`src/rtl/lattice_hop_event_selector_top_assert.svh`:
```
// ----------------------------------------------------------------------------
// Assertion macros for the lattice hop event selector
// Implication checks, same cycle and next cycle, dropped when SYNTH is set.
// ----------------------------------------------------------------------------
`ifndef LATTICE_HOP_EVENT_SELECTOR_TOP_ASSERT_SVH
`define LATTICE_HOP_EVENT_SELECTOR_TOP_ASSERT_SVH

`ifndef SYNTH
// antecedent implies consequent in the same cycle
`define LHES_ASSERT_IMP(lbl, clk, rstn, ante, cons) \
	lbl: assert property (@(posedge clk) disable iff (!rstn) (ante) |-> (cons)) \
		else $error("lhes assertion failed");
// antecedent implies consequent in the next cycle
`define LHES_ASSERT_NXT(lbl, clk, rstn, ante, cons) \
	lbl: assert property (@(posedge clk) disable iff (!rstn) (ante) |=> (cons)) \
		else $error("lhes assertion failed");
`else
`define LHES_ASSERT_IMP(lbl, clk, rstn, ante, cons)
`define LHES_ASSERT_NXT(lbl, clk, rstn, ante, cons)
`endif

`endif

```
`src/rtl/lhes_ram.sv`:
```
`timescale 1ns / 1ps
// ----------------------------------------------------------------------------
// lhes_ram
// Simple dual-port synchronous RAM, one write and one registered read port.
// ----------------------------------------------------------------------------
module lhes_ram #(
	parameter int W = 8,
	parameter int D = 16
) (
	input  logic                           clk,
	input  logic                           we,
	input  logic [(D > 1 ? $clog2(D) : 1)-1:0] waddr,
	input  logic [W-1:0]                   wdata,
	input  logic [(D > 1 ? $clog2(D) : 1)-1:0] raddr,
	output logic [W-1:0]                   rdata
);

	logic [W-1:0] mem [D];

	// write port
	always_ff @(posedge clk) begin
		if (we) begin
			mem[waddr] <= wdata;
		end
	end

	// registered read
	always_ff @(posedge clk) begin
		rdata <= mem[raddr];
	end

endmodule

```
`config.mk`:
```
export PLATFORM = sky130hd
export DESIGN_NAME = lhes_ram
export DESIGN_NICKNAME = d
export VERILOG_FILES = /design/src/rtl/lattice_hop_event_selector_top_assert.svh /design/src/rtl/lhes_ram.sv
export SDC_FILE = /design/constraint.sdc
export NUM_CORES = 1
export LEC_CHECK = 0
export BUFFER_PORTS_ARGS = -buffer_cell sky130_fd_sc_hd__buf_2
export CAP_MARGIN = 15
export CELL_PAD_IN_SITES_DETAIL_PLACEMENT = 2
export CELL_PAD_IN_SITES_GLOBAL_PLACEMENT = 2
export CORE_UTILIZATION = 29
export CTS_CLUSTER_SIZE = 10
export DETAILED_ROUTE_END_ITERATION = 6
export PLACE_DENSITY_LB_ADDON = 0.1
export REMOVE_ABC_BUFFERS = 1
export SYNTH_ARGS = -nofsm -noshare
export SYNTH_HDL_FRONTEND = slang
export SYNTH_SLANG_ARGS = --single-unit
```
`constraint.sdc`:
```
create_clock -name clk -period 2.2 [get_ports clk]
set_input_delay 0.22 -clock clk [delete_from_list [all_inputs] [get_ports clk]]
set_output_delay 0.22 -clock clk [all_outputs]
set_load 0.1 [all_outputs]
```
* After elaboration in Yosys (flattened, before gate mapping)
Memories as Yosys holds them, arrays and structs flattened. A register that Yosys moved wholly into a read port is not among the register bits.
Index checks and enable logic that the tools add are counted.
** Storage, ports and cells
- Register bits after elaboration :: 0
- RAM bits :: 128
- Input bits :: 18
- Output and inout bits :: 8
- Logic and storage cells :: 3
- Memories :: 1
** Memories
- mem :: words 16, width 8, rd ports 1, clocked after memory_dff 1, write ports 1, RTL line lhes_ram.sv:18 : logic [W-1:0] mem [D];
** Operators by class
- Multiplexer cells :: 2
** Operator list (count)
- 1-bit 2-to-1 mux :: 2

* Depth between registers and ports, before layout
- Depth in word-level cells :: 2
- Depth in mapped cells :: 5
- Mapped depth without buffers :: 3

* Worst setup path before layout
Ideal clock, no wire load.
- Kind :: input port to flip-flop
- Start :: input waddr[2] (netlist bit)
- End :: memory mem[0][0], enable pin
- Setup time :: 0.383 ns
- Data arrival time :: 1.330 ns
- Data required time :: 1.817 ns
- Path slack :: 0.487 ns
- Stages on the path :: 2
- Buffers on the path :: 0
- Cell sequence :: or3b_2 -> nor3_1
** RTL lines
- start: declaration :: RTL line lhes_ram.sv:12 : input logic [(D > 1 ? $clog2(D) : 1)-1:0] waddr,
- end: declaration :: RTL line lhes_ram.sv:18
Straight into the memory's write port.

* Worst setup path after layout
- Start :: register rdata[7], read port of mem
- End :: output rdata[7]
** RTL lines
- start: declaration :: RTL line lhes_ram.sv:15 : output logic [W-1:0] rdata
No word-level cell between the ends.

==> flow_metrics.py <==
metrics = {
    "status": {
        "status": "finished clean",
    },
    "grt": {
        "grt_pass1_vias": 2626,
        "antenna_found_initial": 0,
        "grt_pass1_wl_um": 17100,
        "grt_start_max_net_pins": 33,
        "track_usage_pct": 14.1,
        "overflow": 0,
    },
    "cells_and_area": {
        "syn_to_final_growth_pct": 21.8,
        "antenna_cells": 0,
        "drive_gt1_share_pct": 32.4,
        "fill_cells": 1667,
        "nets": 301,
        "fin_util_pct": 36.3,
    },
    "critical_path": {
        "critPathBufInv": 1,
        "cp-end-kind": "primary output",
        "cp_max_fo": 1,
        "r2r_setup_slack_ns": 0.82,
        "crit_path_max_incr_delay_ns": 0.45,
        "crit_chain": "buf_2",
        "cp.required_ns": 1.98,
        "worstSetupPathDepth": 1,
        "cp_slowest_cell": "buf_2",
        "arrival_ns": 1.23,
        "critPathKind": "reg -> out",
        "critPathLaunchType": "flop",
        "cpLargestDelayFamily": "buffers and inverters",
        "reg2regPathDepth": 3,
    },
    "floorplanning": {
        "die_y_um": 135,
        "initial_utilization_pct": 29.8,
        "dieArea_um2": 18300,
        "core_area_um2": 17300,
        "io_pins": 26,
        "row_count": 48,
        "die_w_um": 135,
    },
    "clock_network": {
        "cts_hold_buf": 0,
        "post-cts-setup-buffers": 0,
        "clock-sinks": 136,
        "cts_root_buffer": "clkbuf_16",
        "path_clk_slew_ns": 0.06,
        "post_cts_resized": 0,
        "htree_levels": 4,
        "clk_latency_ns": 0.41,
        "cts-buffers-inserted": 17,
        "tritoncts": "yes",
        "clockBufferDepth": 2,
    },
    "detailed_routing": {
        "drtPass1Iterations": 4,
        "drt_iter0_drc": 188,
        "route.vias.total": 2413,
        "drc": 0,
        "wl_per_cell_um": 22.4,
        "wl_um": 11700,
        "via_per_inst": 4.63,
        "detail-route-antenna-nets": 0,
    },
    "power_and_ir_drop": {
        "pwr_density_cell_nw_per_um2": 1000,
        "ir_worst_vdd_mv": 0.579,
        "power_leakage_nw": 2.10,
    },
    "synthesis": {
        "syn_area_um2": 5150,
        "ys_types": 19,
        "ys_seq_elements": 136,
        "yosys_warnings": 0,
        "synthCells": 229,
        "yosysSeqAreaShare_pct": 77.8,
        "avgSynthCellArea_um2": 22.5,
    },
    "sta": {
        "period_minus_slack_ns": 1.45,
        "rsz0062_at_grt": "no",
        "finalCritPeriodShare_pct": 65.9,
        "setup_tns_ns": 0,
        "fmax_mhz": 690,
        "slew_viol_final": 0,
        "skew_ns": 0.00821,
        "maxSlewHeadroom_pct": 64.2,
        "finalHoldViolations": 0,
        "worst_pin_slew_ns": 0.537,
        "setup_viol": 0,
    },
    "worst_hold_path": {
        "hold_path_class": "in -> reg",
        "min_path_cells": 1,
    },
    "job": {
        "max-cap-violations": 0,
    },
    "place": {
        "place.port_buffers": 25,
        "routabilityCongestion": 0.664,
        "dp_hpwl_um": 7140,
    },
}
==> state kept, by name, indices dropped and copies added (netlist names) <==
name / count
mem: 128
rdata: 8
==> per-stage QoR <==
step           hold slack [ns]  std cells  total power, mW  cell area, um2  setup slack, ns
4_1_cts                  0.187        521             6.38            6270            0.689
3_3_place_gp             0.623        489             3.37            5640            0.441
6_report                 0.195        521             6.28            6270            0.751
5_1_grt                  0.194        521             6.48            6270            0.695
2_1_floorplan            0.319        219             3.21            5060            0.487
3_5_place_dp             0.635        489             3.38            5640            0.432
==> synth_stat cells <==
cell             number  share of area (%)
mux4_2               18                7.9
buf_6                 3               0.66
dfxtp_1               8                3.1
nor2_1               13               0.95
nand2b_1              2               0.24
or3b_2                1               0.17
nand3_1               1              0.097
nor3_1                4               0.39
buf_2                 3               0.29
and2b_1               1               0.15
buf_4                 1               0.15
edfxtp_1            128                 75
a22oi_1              16                2.3
and2_1                1               0.12
nand2_1               9               0.66
nor2b_1               1               0.12
nand3b_1              2               0.29
clkdlybuf4s25_2       3               0.58
mux4_1               14                7.1
==> report_power, final <==
part | leakage [nW] | switching (mW) | internal [mW]
Clock | 0.291 | 1.07 | 1.90
Combinational | 0.586 | 0.282 | 0.118
Sequential | 1.22 | 0.0173 | 2.90
Total | 2.10 | 1.37 | 4.91
==> placed cells by master (no fill, tap or decap), types with 2 or more instances in the layout <==
cell and n:
edfxtp_1 128, buf_2 25, mux4_2 18, buf_4 18, clkbuf_16 17, a22oi_1 16, mux4_1 14, nor2_1 13
nand2_1 9, dfxtp_1 8, clkinvlp_4 5, nor3_1 4, bufinv_16 4, clkinv_4 3, nand3b_1 2, nand2b_1 2
clkinv_2 2, buf_12 2
==> worst paths after layout <==
check	from	endpoint
setup / recovery	rdata[7]	rdata[7]
setup reg to reg	mem[1][5]	rdata[5]
hold / removal	wdata[1]	mem[4][1]
hold reg to reg	mem[13][3]	rdata[3]
==> layout make-up <==
type / count / area (um2) / area share [%]
multi-input cells: 83 / 1060 / 16.9
repair buffers: 45 / 300 / 4.79
clock buffers: 17 / 425 / 6.78
clock inverters: 15 / 203 / 3.23
flip-flops and latches: 136 / 4000 / 63.8
well taps: 225 / 282 / 4.49
==> metal layers <==
metal	track usage, %	part of all wire (%)
met4	5.62	1.6
met3	4.04	2.4
met2	23.1	51
met5	0	0
met1	17.5	45
==> kinds of logic (layout without fill, tap and decap cells) <==
logic type,count (synthesis),in the layout,synth area share (%)
buffers and inverters,10,77,1.68
DFF,136,136,77.8
AOI/OAI and AO/OA,16,16,2.33
muxes,32,32,15.0
and+or+nand+nor,35,35,3.18
==> worst register-to-register path, stage by stage (launching register included) <==
cell	delay, ns
edfxtp_1	0.36
mux4_1	0.51
a22oi_1	0.31
nand2_1	0.08
Power figures use the tool's default switching activity.
