===== src/rtl/lattice_hop_event_selector_top_assert.svh =====
// ----------------------------------------------------------------------------
// Assertion macros for the lattice hop event selector
// Implication checks, same cycle and next cycle, dropped when SYNTH is set.
// ----------------------------------------------------------------------------
`ifndef LATTICE_HOP_EVENT_SELECTOR_TOP_ASSERT_SVH
`define LATTICE_HOP_EVENT_SELECTOR_TOP_ASSERT_SVH

`ifndef SYNTH
// antecedent implies consequent in the same cycle
`define LHES_ASSERT_IMP(lbl, clk, rstn, ante, cons) \
	lbl: assert property (@(posedge clk) disable iff (!rstn) (ante) |-> (cons)) \
		else $error("lhes assertion failed");
// antecedent implies consequent in the next cycle
`define LHES_ASSERT_NXT(lbl, clk, rstn, ante, cons) \
	lbl: assert property (@(posedge clk) disable iff (!rstn) (ante) |=> (cons)) \
		else $error("lhes assertion failed");
`else
`define LHES_ASSERT_IMP(lbl, clk, rstn, ante, cons)
`define LHES_ASSERT_NXT(lbl, clk, rstn, ante, cons)
`endif

`endif


===== src/rtl/lhes_pkg.sv =====
`timescale 1ns / 1ps
// ----------------------------------------------------------------------------
// lhes_pkg
// Shared widths, codes and the divider request type.
// ----------------------------------------------------------------------------
package lhes_pkg;

	localparam int FRAC_BITS = 8;
	localparam int RATE_W    = 40;   // hop rate, 32.8
	localparam int TOTAL_W   = 49;   // total rate, 41.8
	localparam int TIME_W    = 64;
	localparam int DVD_W     = 41;   // dividend and quotient of the divider

	localparam logic [2:0] CMD_CLEAR = 3'd0;
	localparam logic [2:0] CMD_ADJ   = 3'd1;
	localparam logic [2:0] CMD_DEG   = 3'd2;
	localparam logic [2:0] CMD_PLACE = 3'd3;
	localparam logic [2:0] CMD_STEP  = 3'd4;

	localparam logic [1:0] STATUS_DONE   = 2'd0;
	localparam logic [1:0] STATUS_NOHOP  = 2'd1;
	localparam logic [1:0] STATUS_REJECT = 2'd2;

	typedef struct packed {
		logic                 start;
		logic [DVD_W-1:0]     dividend;
		logic [TOTAL_W-1:0]   divisor;
	} lhes_div_req_t;

endpackage


===== src/rtl/lhes_divider.sv =====
`timescale 1ns / 1ps
// ----------------------------------------------------------------------------
// lhes_divider
// Restoring divider, one quotient bit per cycle, 41-bit dividend.
// ----------------------------------------------------------------------------
module lhes_divider
	import lhes_pkg::*;
(
	input  logic              clk,
	input  logic              arst_n,
	input  lhes_div_req_t     req,
	output logic [DVD_W-1:0]  quotient,
	output logic              done
);

	logic [TOTAL_W:0]   rem_q;
	logic [DVD_W-1:0]   dvd_q;
	logic [TOTAL_W-1:0] dvs_q;
	logic [5:0]         cnt_q;
	logic               run_q;
	logic [TOTAL_W:0]   rem_sh;
	logic               fits;

	// shift in the next dividend bit and trial subtract
	assign rem_sh = {rem_q[TOTAL_W-1:0], dvd_q[DVD_W-1]};
	assign fits   = rem_sh >= {1'b0, dvs_q};

	always_ff @(posedge clk or negedge arst_n) begin
		if (!arst_n) begin
			run_q <= 1'b0;
			done  <= 1'b0;
			cnt_q <= '0;
		end else begin
			done <= 1'b0;
			if (req.start) begin
				run_q <= 1'b1;
				cnt_q <= '0;
			end else if (run_q) begin
				cnt_q <= cnt_q + 6'd1;
				if (cnt_q == 6'(DVD_W - 1)) begin
					run_q <= 1'b0;
					done  <= 1'b1;
				end
			end
		end
	end

	// datapath: quotient bits replace dividend bits from the bottom
	always_ff @(posedge clk) begin
		if (req.start) begin
			rem_q <= '0;
			dvd_q <= req.dividend;
			dvs_q <= req.divisor;
		end else if (run_q) begin
			rem_q <= fits ? rem_sh - {1'b0, dvs_q} : rem_sh;
			dvd_q <= {dvd_q[DVD_W-2:0], fits};
		end
	end

	assign quotient = dvd_q;

endmodule


===== config.mk =====
export PLATFORM = sky130hd
export DESIGN_NAME = lhes_divider
export DESIGN_NICKNAME = d
export VERILOG_FILES = /design/src/rtl/lattice_hop_event_selector_top_assert.svh /design/src/rtl/lhes_pkg.sv /design/src/rtl/lhes_divider.sv
export SDC_FILE = /design/constraint.sdc
export NUM_CORES = 1
export LEC_CHECK = 0
export BUFFER_PORTS_ARGS = -buffer_cell sky130_fd_sc_hd__buf_4
export CAP_MARGIN = 20
export CORE_AREA = 4 4 140 142
export CTS_CLUSTER_SIZE = 28
export DETAILED_ROUTE_END_ITERATION = 6
export DIE_AREA = 0 0 144 146
export GPL_ROUTABILITY_DRIVEN = 0
export PLACE_DENSITY = 0.7
export SLEW_MARGIN = 20
export SYNTH_ARGS = -nofsm -noshare
export SYNTH_HDL_FRONTEND = slang
export SYNTH_SLANG_ARGS = --single-unit

===== constraint.sdc =====
create_clock -name clk -period 9.6 [get_ports clk]
set_clock_uncertainty 0.1 [all_clocks]
set_input_delay 2.4 -clock clk [delete_from_list [all_inputs] [get_ports clk]]
set_output_delay 2.4 -clock clk [all_outputs]
set_load 0.02 [all_outputs]

# Word-level counts from Yosys, hierarchy flattened
# Cells that the tools add are included.
# totals
register_bits	147
in_bits	93
out_inout_bits	42
elab_cells	22
# op_classes
n_addsub	2
order_cmp	1
eq_ne	1
n_mux	11
n_reduce_logical	1
# ops
operator	count
$mux 41	2
$ge 50x49->1	1
$mux 49	1
$sub 49x49->49	1
$mux 6	2
$add 6x1->6 const B	1
$eq 6x6->1 const B	1
$mux 1	6
$reduce_bool 2->1	1

# Longest topological paths before layout
# Gate-level depths: netlist of run 1.
# logic_depth
depth_word	4
ltp_mapped	15
ltp_nobuf	13

# Least setup slack after synthesis of run 1
# Ideal clock, no wire load.
# synth_path
path_kind	input -> register
start	input port req[90] (netlist name)
end	register dvd_q[0], in the netlist quotient[0] (enable)
setup_ns	0.395
arrival_ns	3.312
required_ns	9.105
path_slack_ns	5.793
stages	2
path_buffers	0
cell_sequence	nor2_1 -> inv_1
# synth_via
elab_chain_len	1
# synth_rtl
item	line_no	text
start: declaration	lhes_divider.sv:11	input lhes_div_req_t req,
$reduce_bool 2->1 (no line)	--	
end signal: assignment	lhes_divider.sv:52	dvd_q <= req.dividend;
end signal: assignment	lhes_divider.sv:56	dvd_q <= {dvd_q[DVD_W-2:0], fits};
end: declaration	lhes_divider.sv:17	logic [DVD_W-1:0] dvd_q;
# No other way between the ends.
# A chain may end at the register's enable or synchronous reset.

# Worst setup path after layout of run 1
# layout_path
start	register dvd_q[40], in the netlist quotient[40]
end	register rem_q[43]
# layout_via
elab_chain_len	2
# layout_rtl
item	line_no	text
$sub 49x49->49 / $ge 50x49->1 (equally long branches)	lhes_divider.sv:55, lhes_divider.sv:26	
$mux 49 (*)	lhes_divider.sv:55	rem_q <= fits ? rem_sh - {1'b0, dvs_q} : rem_sh;
end signal: assignment	lhes_divider.sv:55	
end: declaration	lhes_divider.sv:16	logic [TOTAL_W:0] rem_q;
# Mark *: on every way between the ends. The rest lies on a longest branch, timed or not.

==> results of run 1 <==
## Yosys cell counts, drive strengths merged (4+ instances only)
library cell	number	area, um^2
xor2	13	113.9
mux2i	20	200.2
nor4	7	43.79
nand4	17	121.4
a22oi	4	30.03
inv	71	266.5
a211oi	40	305.3
buf	28	153.9
and2	7	43.79
edfxtp	90	2703
or3	4	25.02
o21ai	34	170.2
a21oi	89	456.7
ha	51	638.1
clkbuf	22	83.83
nor3	16	91.34
mux2	42	473.0
o211ai	4	35.03
dfxtp	49	980.9
o21bai	10	75.07
a31oi	11	83.83
nor3b	5	37.54
a21o	18	135.1
nor2b	10	62.56
o21a	6	45.04
and3	5	31.28
nand2b	5	31.28
nand2	44	165.2
nor2	90	337.8
xnor2	31	271.5
nand3	15	75.07
dfrtp	8	200.2
## power breakdown
part	total [mW]	switching, mW	leakage, nW	internal (mW)
clock	0.712	0.293	0.307	0.419
combinational	1.21	0.697	2.91	0.508
sequential	0.878	0.0862	1.42	0.792
total	2.80	1.08	4.63	1.72
## through the flow
stage	hold WS, ps	utilization [%]	setup slack (ps)	instance area [um^2]
3_3_place_gp	393.6	54.32	4683	10020
6_report	406.8	57.69	5092	10650
3_5_place_dp	398.1	54.32	4670	10020
2_1_floorplan	367.6	-	5793	8925
5_1_grt	432.4	57.69	4817	10650
4_1_cts	407.9	57.69	5061	10650
## sequential cells by signal (all words and copies together) (netlist names)
| name | flops |
|---|---|
| cnt_q | 6 |
| done | 1 |
| dvs_q | 49 |
| quotient | 41 |
| rem_q | 49 |
| run_q | 1 |
## layout by cell type, fill, tap and decap left out, types with 4 or more instances in the layout
cell,instances
buf_4,139
nor2_1,90
edfxtp_1,90
a21oi_1,86
inv_1,71
ha_1,51
dfxtp_1,49
nand2_1,44
mux2_2,42
a211oi_1,39
xnor2_1,31
o21ai_0,30
mux2i_1,20
a21o_1,18
clkbuf_16,17
nand4_1,16
nand3_1,15
nor3_1,15
xor2_1,13
nor2b_1,10
o21bai_1,10
a31oi_1,10
and2_1,7
nor4_1,7
dfrtp_1,7
o21a_1,6
and3_1,5
nand2b_1,5
nor3b_1,5
o21ai_1,4
or3_1,4
a22oi_1,4
inv_8,4
## metal layers
layer	vias up	wire, um
li1	3546	-
met1	3356	9223
met2	211	9834
met3	31	1403
met4	0	315
met5	-	0
## worst paths after layout
kind	to	from	cells past startpoint
worst max-delay path	rem_q[43]$_SDFFE_PP0P_	quotient[40]$_DFFE_PP_	14
worst min-delay path	rem_q[11]$_SDFFE_PP0P_	rem_q[11]$_SDFFE_PP0P_	2
worst max register to register	rem_q[43]$_SDFFE_PP0P_	quotient[40]$_DFFE_PP_	14
worst min register to register	rem_q[11]$_SDFFE_PP0P_	rem_q[11]$_SDFFE_PP0P_	2
max in group asynchronous	run_q$_DFF_PN0_	arst_n	1
min in group asynchronous	done$_DFF_PN0_	arst_n	1
## worst max-delay path, stage by stage, from the launching register on
cell	delay [ps]
edfxtp_1	400
inv_1	70
ha_1	160
inv_1	50
fa_1	410
a21oi_2	190
o22ai_2	110
a311oi_2	430
o21a_1	250
o221ai_4	160
a31oi_4	760
buf_4	590
or2_1	400
or4_1	210
o21ai_1	70
## kinds of logic (layout without fill, tap and decap cells)
family,after synthesis,in the layout,synth area share (%)
compound gates,252,252,18.95
xor+xnor,44,44,4.318
fa+ha+maj,52,52,7.374
buf+inv,121,242,5.650
flops,147,147,43.52
mux,62,62,7.542
simple gates,233,233,12.65
## area by class of cell
type,instances,area (um^2)
clock buffer,18,429.2
clock inverter,14,192.7
fill,1596,7809
inverter,71,266.5
multi-input combinational,643,4537
sequential,147,3885
tap,234,292.8
timing repair buffer,139,1044
==> summary.txt, run 1 <==
Run status
  • Status: finished clean

STA
  • Max Fclk: 0.2218 GHz
  • Final period util: 46.96%
  • Relative slew margins: 36.69%
  • Final hold vios: 0
  • Worst Tran Pin Value: 949.6 ps
  • # setup viols final: 0
  • RSZ-0062 raised after global routing: no
  • Final Max Slew Viols: 0
  • Min cycle time layout: 4508 ps
  • Final TNS setup: 0 ps

Critical path
  • FF-to-FF setup slack: just over 5000 ps
  • Startpoint Class: flop
  • Crit. End Element: flop
  • CP max FO: 43
  • Crit path kind: flop to flop
  • Critical path required time: 9800 ps
  • Critical Path AT: 4700 ps

Run
  • Max Cap Viol: 0

Route
  • 1st-iter DRT viols: 481
  • DR WL/cell: 16.41 um
  • # DRC: 0
  • First-pass detailed-route iteration total: 5
  • Post-Route WL: 20780 um
  • Vias per inst: 5.643
  • Via count: 7144
  • Detail Route Antenna Nets: 0

Synthesis
  • Syn. warnings: 0
  • Avg Inst Size Synth: 9.797 um^2
  • Cells after Synth: 911
  • Number of synthesized flops with an enable pin: 90
  • Post-synth ARST share: under 10%
  • Post-Syn Area: 0.008925 mm^2
  • Synth unique cells: 76
  • Synth Register Bits: 147
  • Primary FF master, synth: edfxtp_1
  • Mapped Nets: 1056
  • Share of the yosys chip area belonging to registers: 43.52%

Power and ir drop
  • Leakage power: 4.632 nW
  • Total power divided by cell area: 262.6 mW/mm^2
  • VDD IR-drop max: 0.1353 mV
  • Pwr Total: between 2 and 3 mW

Clock network
  • Cts hold-fix bufs: 0
  • TritonCTS clock tree: built
  • Sink Count: 147
  • Clock Pin Slew Worst Setup and Hold Paths: 60 ps
  • Post_cts resized: 0
  • CTS H-tree lvls: 4
  • Clock buffers created by TritonCTS: 17
  • Clock buffer depth: 2
  • CTS root buf: clkbuf_16
  • Post-CTS Setup Bufs: 0
  • Clk_lat worst skew: 440 ps

Min path
  • Hold crit path type: flop to flop

Global route
  • Global Route Usage Sum: approximately a fifth
  • Gr busiest metal: met2
  • Grt met3 use: under 10%
  • M1 GR Usage: 26.13%
  • GRT overflow: 0
  • First-pass GRT wire length: approximately 34000 um
  • Initial antenna violation count: 0
  • Met2 Resource Use GR: 32.45%
  • Vias in the first global route: 6907
  • Largest net degree at the start of global routing: 57

Die
  • DIE AREA: 0.02102 mm^2
  • Std-Cell Rows: 50
  • Total core area: 0.01846 mm^2
  • Die X: about 140 um
  • IO Pins: 135
  • Effective utilization at floorplan: around half
  • Die height: 146 um

Final layout
  • Share of cells above drive strength 1: 22.38%
  • Antenna diodes: 0
  • Nets: between 1000 and 1500
  • Final cell count without fillers: about 1300
  • Area grow syn2layout: 19.29%

Placed design
  • DP Cell Count: 1234
  • Count of input and output buffers: 134
  • Hpwl dp: 15120 um
(Power assumes the default switching activity.)
==> inputs of run 2 (changes only) <==
Clock period 9.6 ns to 4.6 ns, I/O delays scaled along.
==> run 2 against run 1 <==
  * Sequential share of layout area hardly changed
  * First-iteration DRC count rose by 20%
  * Critical endpoint is now rem_q[41]$_SDFFE_PP0P_
  * Wire length rose by 0.97%
  * Register-to-register slack got worse by 4200 ps
  * Clock power increased by 97%
  * Utilization about the same
  * Critical path type unchanged
==> summary.txt, run 2 (synthesized netlist as in run 1, its figures left out) <==
Run status
  • Status: finished clean (unchanged)

STA
  • Worst Tran Pin Value: 897.6 ps (was 949.6 ps)
  • Relative slew margins: 39.75% (was 36.69%)
  • Final period util: 80.59% (was 46.96%)
  • Max Fclk: 0.2697 GHz (was 0.2218 GHz)
  • Final hold vios: 0 (unchanged)
  • Final TNS setup: 0 ps (unchanged)
  • # setup viols final: 0 (unchanged)
  • Min cycle time layout: 3707 ps (was 4508 ps)
  • RSZ-0062 raised after global routing: no (unchanged)
  • Final Max Slew Viols: 0 (unchanged)

Route
  • # DRC: 0 (unchanged)
  • DR WL/cell: 16.52 um (was 16.41 um)
  • 1st-iter DRT viols: 576 (was 481)
  • First-pass detailed-route iteration total: 5 (unchanged)
  • Via count: 7200 (was 7144)
  • Detail Route Antenna Nets: 0 (unchanged)
  • Vias per inst: 5.669 (was 5.643)
  • Post-Route WL: 20980 um (was 20780 um)

Global route
  • Gr busiest metal: met2 (unchanged)
  • GRT overflow: 0 (unchanged)
  • Global Route Usage Sum: 20.24% (was 20.03%)
  • First-pass GRT wire length: 34470 um (was 34340 um)
  • Grt met3 use: 5.718% (was 6.112%)
  • M1 GR Usage: 26.95% (was 26.13%)
  • Largest net degree at the start of global routing: 76 (was 57)
  • Met2 Resource Use GR: 32.36% (was 32.45%)
  • Vias in the first global route: 6950 (was 6907)
  • Initial antenna violation count: 0 (unchanged)

Critical path
  • CP max FO: 15 (was 43)
  • Worst reg2reg startpoint: quotient[40]$_DFFE_PP_ (unchanged)
  • Critical Path AT: 3910 ps (was 4700 ps)
  • CP max-delay cell: a311oi_2 (was a31oi_4)
  • Crit-path cells: inv_1 > ha_1 > inv_1 > fa_1 > a21oi_2 > o22ai_2 > a311oi_2 > o21a_1 > o221ai_4 > a31oi_4 > buf_4 > or2_1 > a211o_1 > o22ai_1 (was inv_1 > ha_1 > inv_1 > fa_1 > a21oi_2 > o22ai_2 > a311oi_2 > o21a_1 > o221ai_4 > a31oi_4 > buf_4 > or2_1 > or4_1 > o21ai_1)
  • Startpoint Class: flop (unchanged)
  • Critical path required time: 4800 ps (was 9800 ps)
  • Worst reg2reg path depth: 14 (unchanged)
  • CP delay by family, top: compound AO/OA/AOI/OAI gates (unchanged)
  • Crit. End Element: flop (unchanged)
  • Crit path depth: 14 (unchanged)
  • Buf/Inv on CP: 3 (unchanged)
  • Worst Setup EP: rem_q[41]$_SDFFE_PP0P_ (was rem_q[43]$_SDFFE_PP0P_)
  • Crit path kind: flop to flop (unchanged)
  • CP peak stage delay: 440 ps (was 760 ps)
  • FF-to-FF setup slack: 890 ps (was 5090 ps)
  • Critical path origin: quotient[40]$_DFFE_PP_ (unchanged)
  • Cell mode on critical path: inv_1 (unchanged)
  • FF-to-FF End: rem_q[41]$_SDFFE_PP0P_ (was rem_q[43]$_SDFFE_PP0P_)

Clock network
  • Post-CTS Setup Bufs: 0 (unchanged)
  • Post_cts resized: 0 (unchanged)
  • Clock Pin Slew Worst Setup and Hold Paths: 70 ps (was 60 ps)
  • Clk_lat worst skew: 430 ps (was 440 ps)
  • Cts hold-fix bufs: 0 (unchanged)
  • CTS H-tree lvls: 4 (unchanged)
  • Clock buffer depth: 2 (unchanged)
  • CTS root buf: clkbuf_16 (unchanged)
  • Clock buffers created by TritonCTS: 17 (unchanged)
  • Sink Count: 147 (unchanged)
  • TritonCTS clock tree: built (unchanged)

Die
  • Total core area: 0.01846 mm^2 (unchanged)
  • IO Pins: 135 (unchanged)
  • Effective utilization at floorplan: 48.36% (unchanged)
  • Die height: 146 um (unchanged)
  • Std-Cell Rows: 50 (unchanged)
  • DIE AREA: 0.02102 mm^2 (unchanged)
  • Die X: 144 um (unchanged)

Final layout
  • Post-route design area: 0.01065 mm^2 (about the same)
  • Antenna diodes: 0 (unchanged)
  • Share of cells above drive strength 1: 22.59% (was 22.38%)
  • Area grow syn2layout: 19.30% (was 19.29%)
  • Most frequent cells in the layout: 143 x buf_4, 90 x nor2_1, 90 x edfxtp_1, 86 x a21oi_1, 71 x inv_1 (was 139 x buf_4, 90 x nor2_1, 90 x edfxtp_1, 86 x a21oi_1, 71 x inv_1)
  • FF/Latch Area: 0.003885 mm^2 (unchanged)
  • Nets: 1168 (was 1164)
  • Commonest non-fill, non-tap cell in the layout: buf_4 (unchanged)
  • # fillers: 1613 (was 1596)
  • Area occupied by multi-input gates: 0.004537 mm^2 (unchanged)
  • Final cell count without fillers: 1270 (was 1266)

Placed design
  • Count of input and output buffers: 134 (unchanged)
  • DP Area: 0.01005 mm^2 (was 0.01002 mm^2)
  • Hpwl dp: 15410 um (was 15120 um)
  • DP Cell Count: 1238 (was 1234)

Min path
  • Hold crit path type: flop to flop (unchanged)

Power and ir drop
  • Total power divided by cell area: 543.9 mW/mm^2 (was 262.6 mW/mm^2)
  • Leakage power: 4.634 nW (was 4.632 nW)
  • VDD IR-drop max: 0.2756 mV (was 0.1353 mV)

Run
  • Max Cap Viol: 0 (unchanged)
-- run 2: final cells by class --
type / instances / area share [%]
Clock inverter: 15 / 1.575
Inverter: 71 / 2.503
Sequential cell: 147 / 36.49
Tap cell: 234 / 2.750
Multi-Input combinational cell: 643 / 42.61
Timing Repair Buffer: 143 / 10.08
Clock buffer: 17 / 3.995
-- run 2: worst min path at each step --
stage / startpoint / end / slack (ps) / cells past startpoint
detailed placement: rem_q[48]$_SDFFE_PP0P_ / rem_q[48]$_SDFFE_PP0P_ / 400 / 2
global placement: rem_q[33]$_SDFFE_PP0P_ / rem_q[33]$_SDFFE_PP0P_ / 390 / 2
CTS: arst_n / done$_DFF_PN0_ / 410 / 1
global route: arst_n / done$_DFF_PN0_ / 420 / 1
finish: rem_q[5]$_SDFFE_PP0P_ / rem_q[5]$_SDFFE_PP0P_ / 410 / 2
floorplan: rem_q[35]$_SDFFE_PP0P_ / rem_q[35]$_SDFFE_PP0P_ / 370 / 2
-- run 2: metrics by stage --
stage / hold WS (ps) / util, % / worst slack (ps) / power, mW
floorplan: 367.6 / - / 1209 / 3.806
global placement: 390.4 / 54.48 / 997.4 / 4.359
detailed placement: 398.8 / 54.48 / 892.1 / 4.383
CTS: 406.8 / 57.69 / 896.2 / 5.807
global route: 417.4 / 57.69 / 664.4 / 6.175
finish: 407.1 / 57.69 / 892.7 / 5.792
-- run 2: worst reg2reg max path: stages, from the launching register on --
cell and delay, ps:
edfxtp_1 410, inv_1 80, ha_1 170, inv_1 60
fa_1 410, a21oi_2 190, o22ai_2 110, a311oi_2 440
o21a_1 270, o221ai_4 160, a31oi_4 440, buf_4 260
or2_1 290, a211o_1 150, o22ai_1 70
-- run 2: power by group --
part	total [mW]	leakage [nW]	switching, mW	internal (mW)
Combinational	2.56	2.93	1.48	1.08
Clock	1.40	0.292	0.627	0.775
Sequential	1.83	1.42	0.180	1.65
Total	5.79	4.63	2.28	3.51
-- run 2: per-layer routing --
| metal | vias to the layer above | wire (um) |
|---|---|---|
| met3 | 34 | 1352 |
| met1 | 3402 | 9389 |
| met2 | 217 | 9881 |
| li1 | 3547 | - |
| met4 | 0 | 354 |
| met5 | - | 0 |
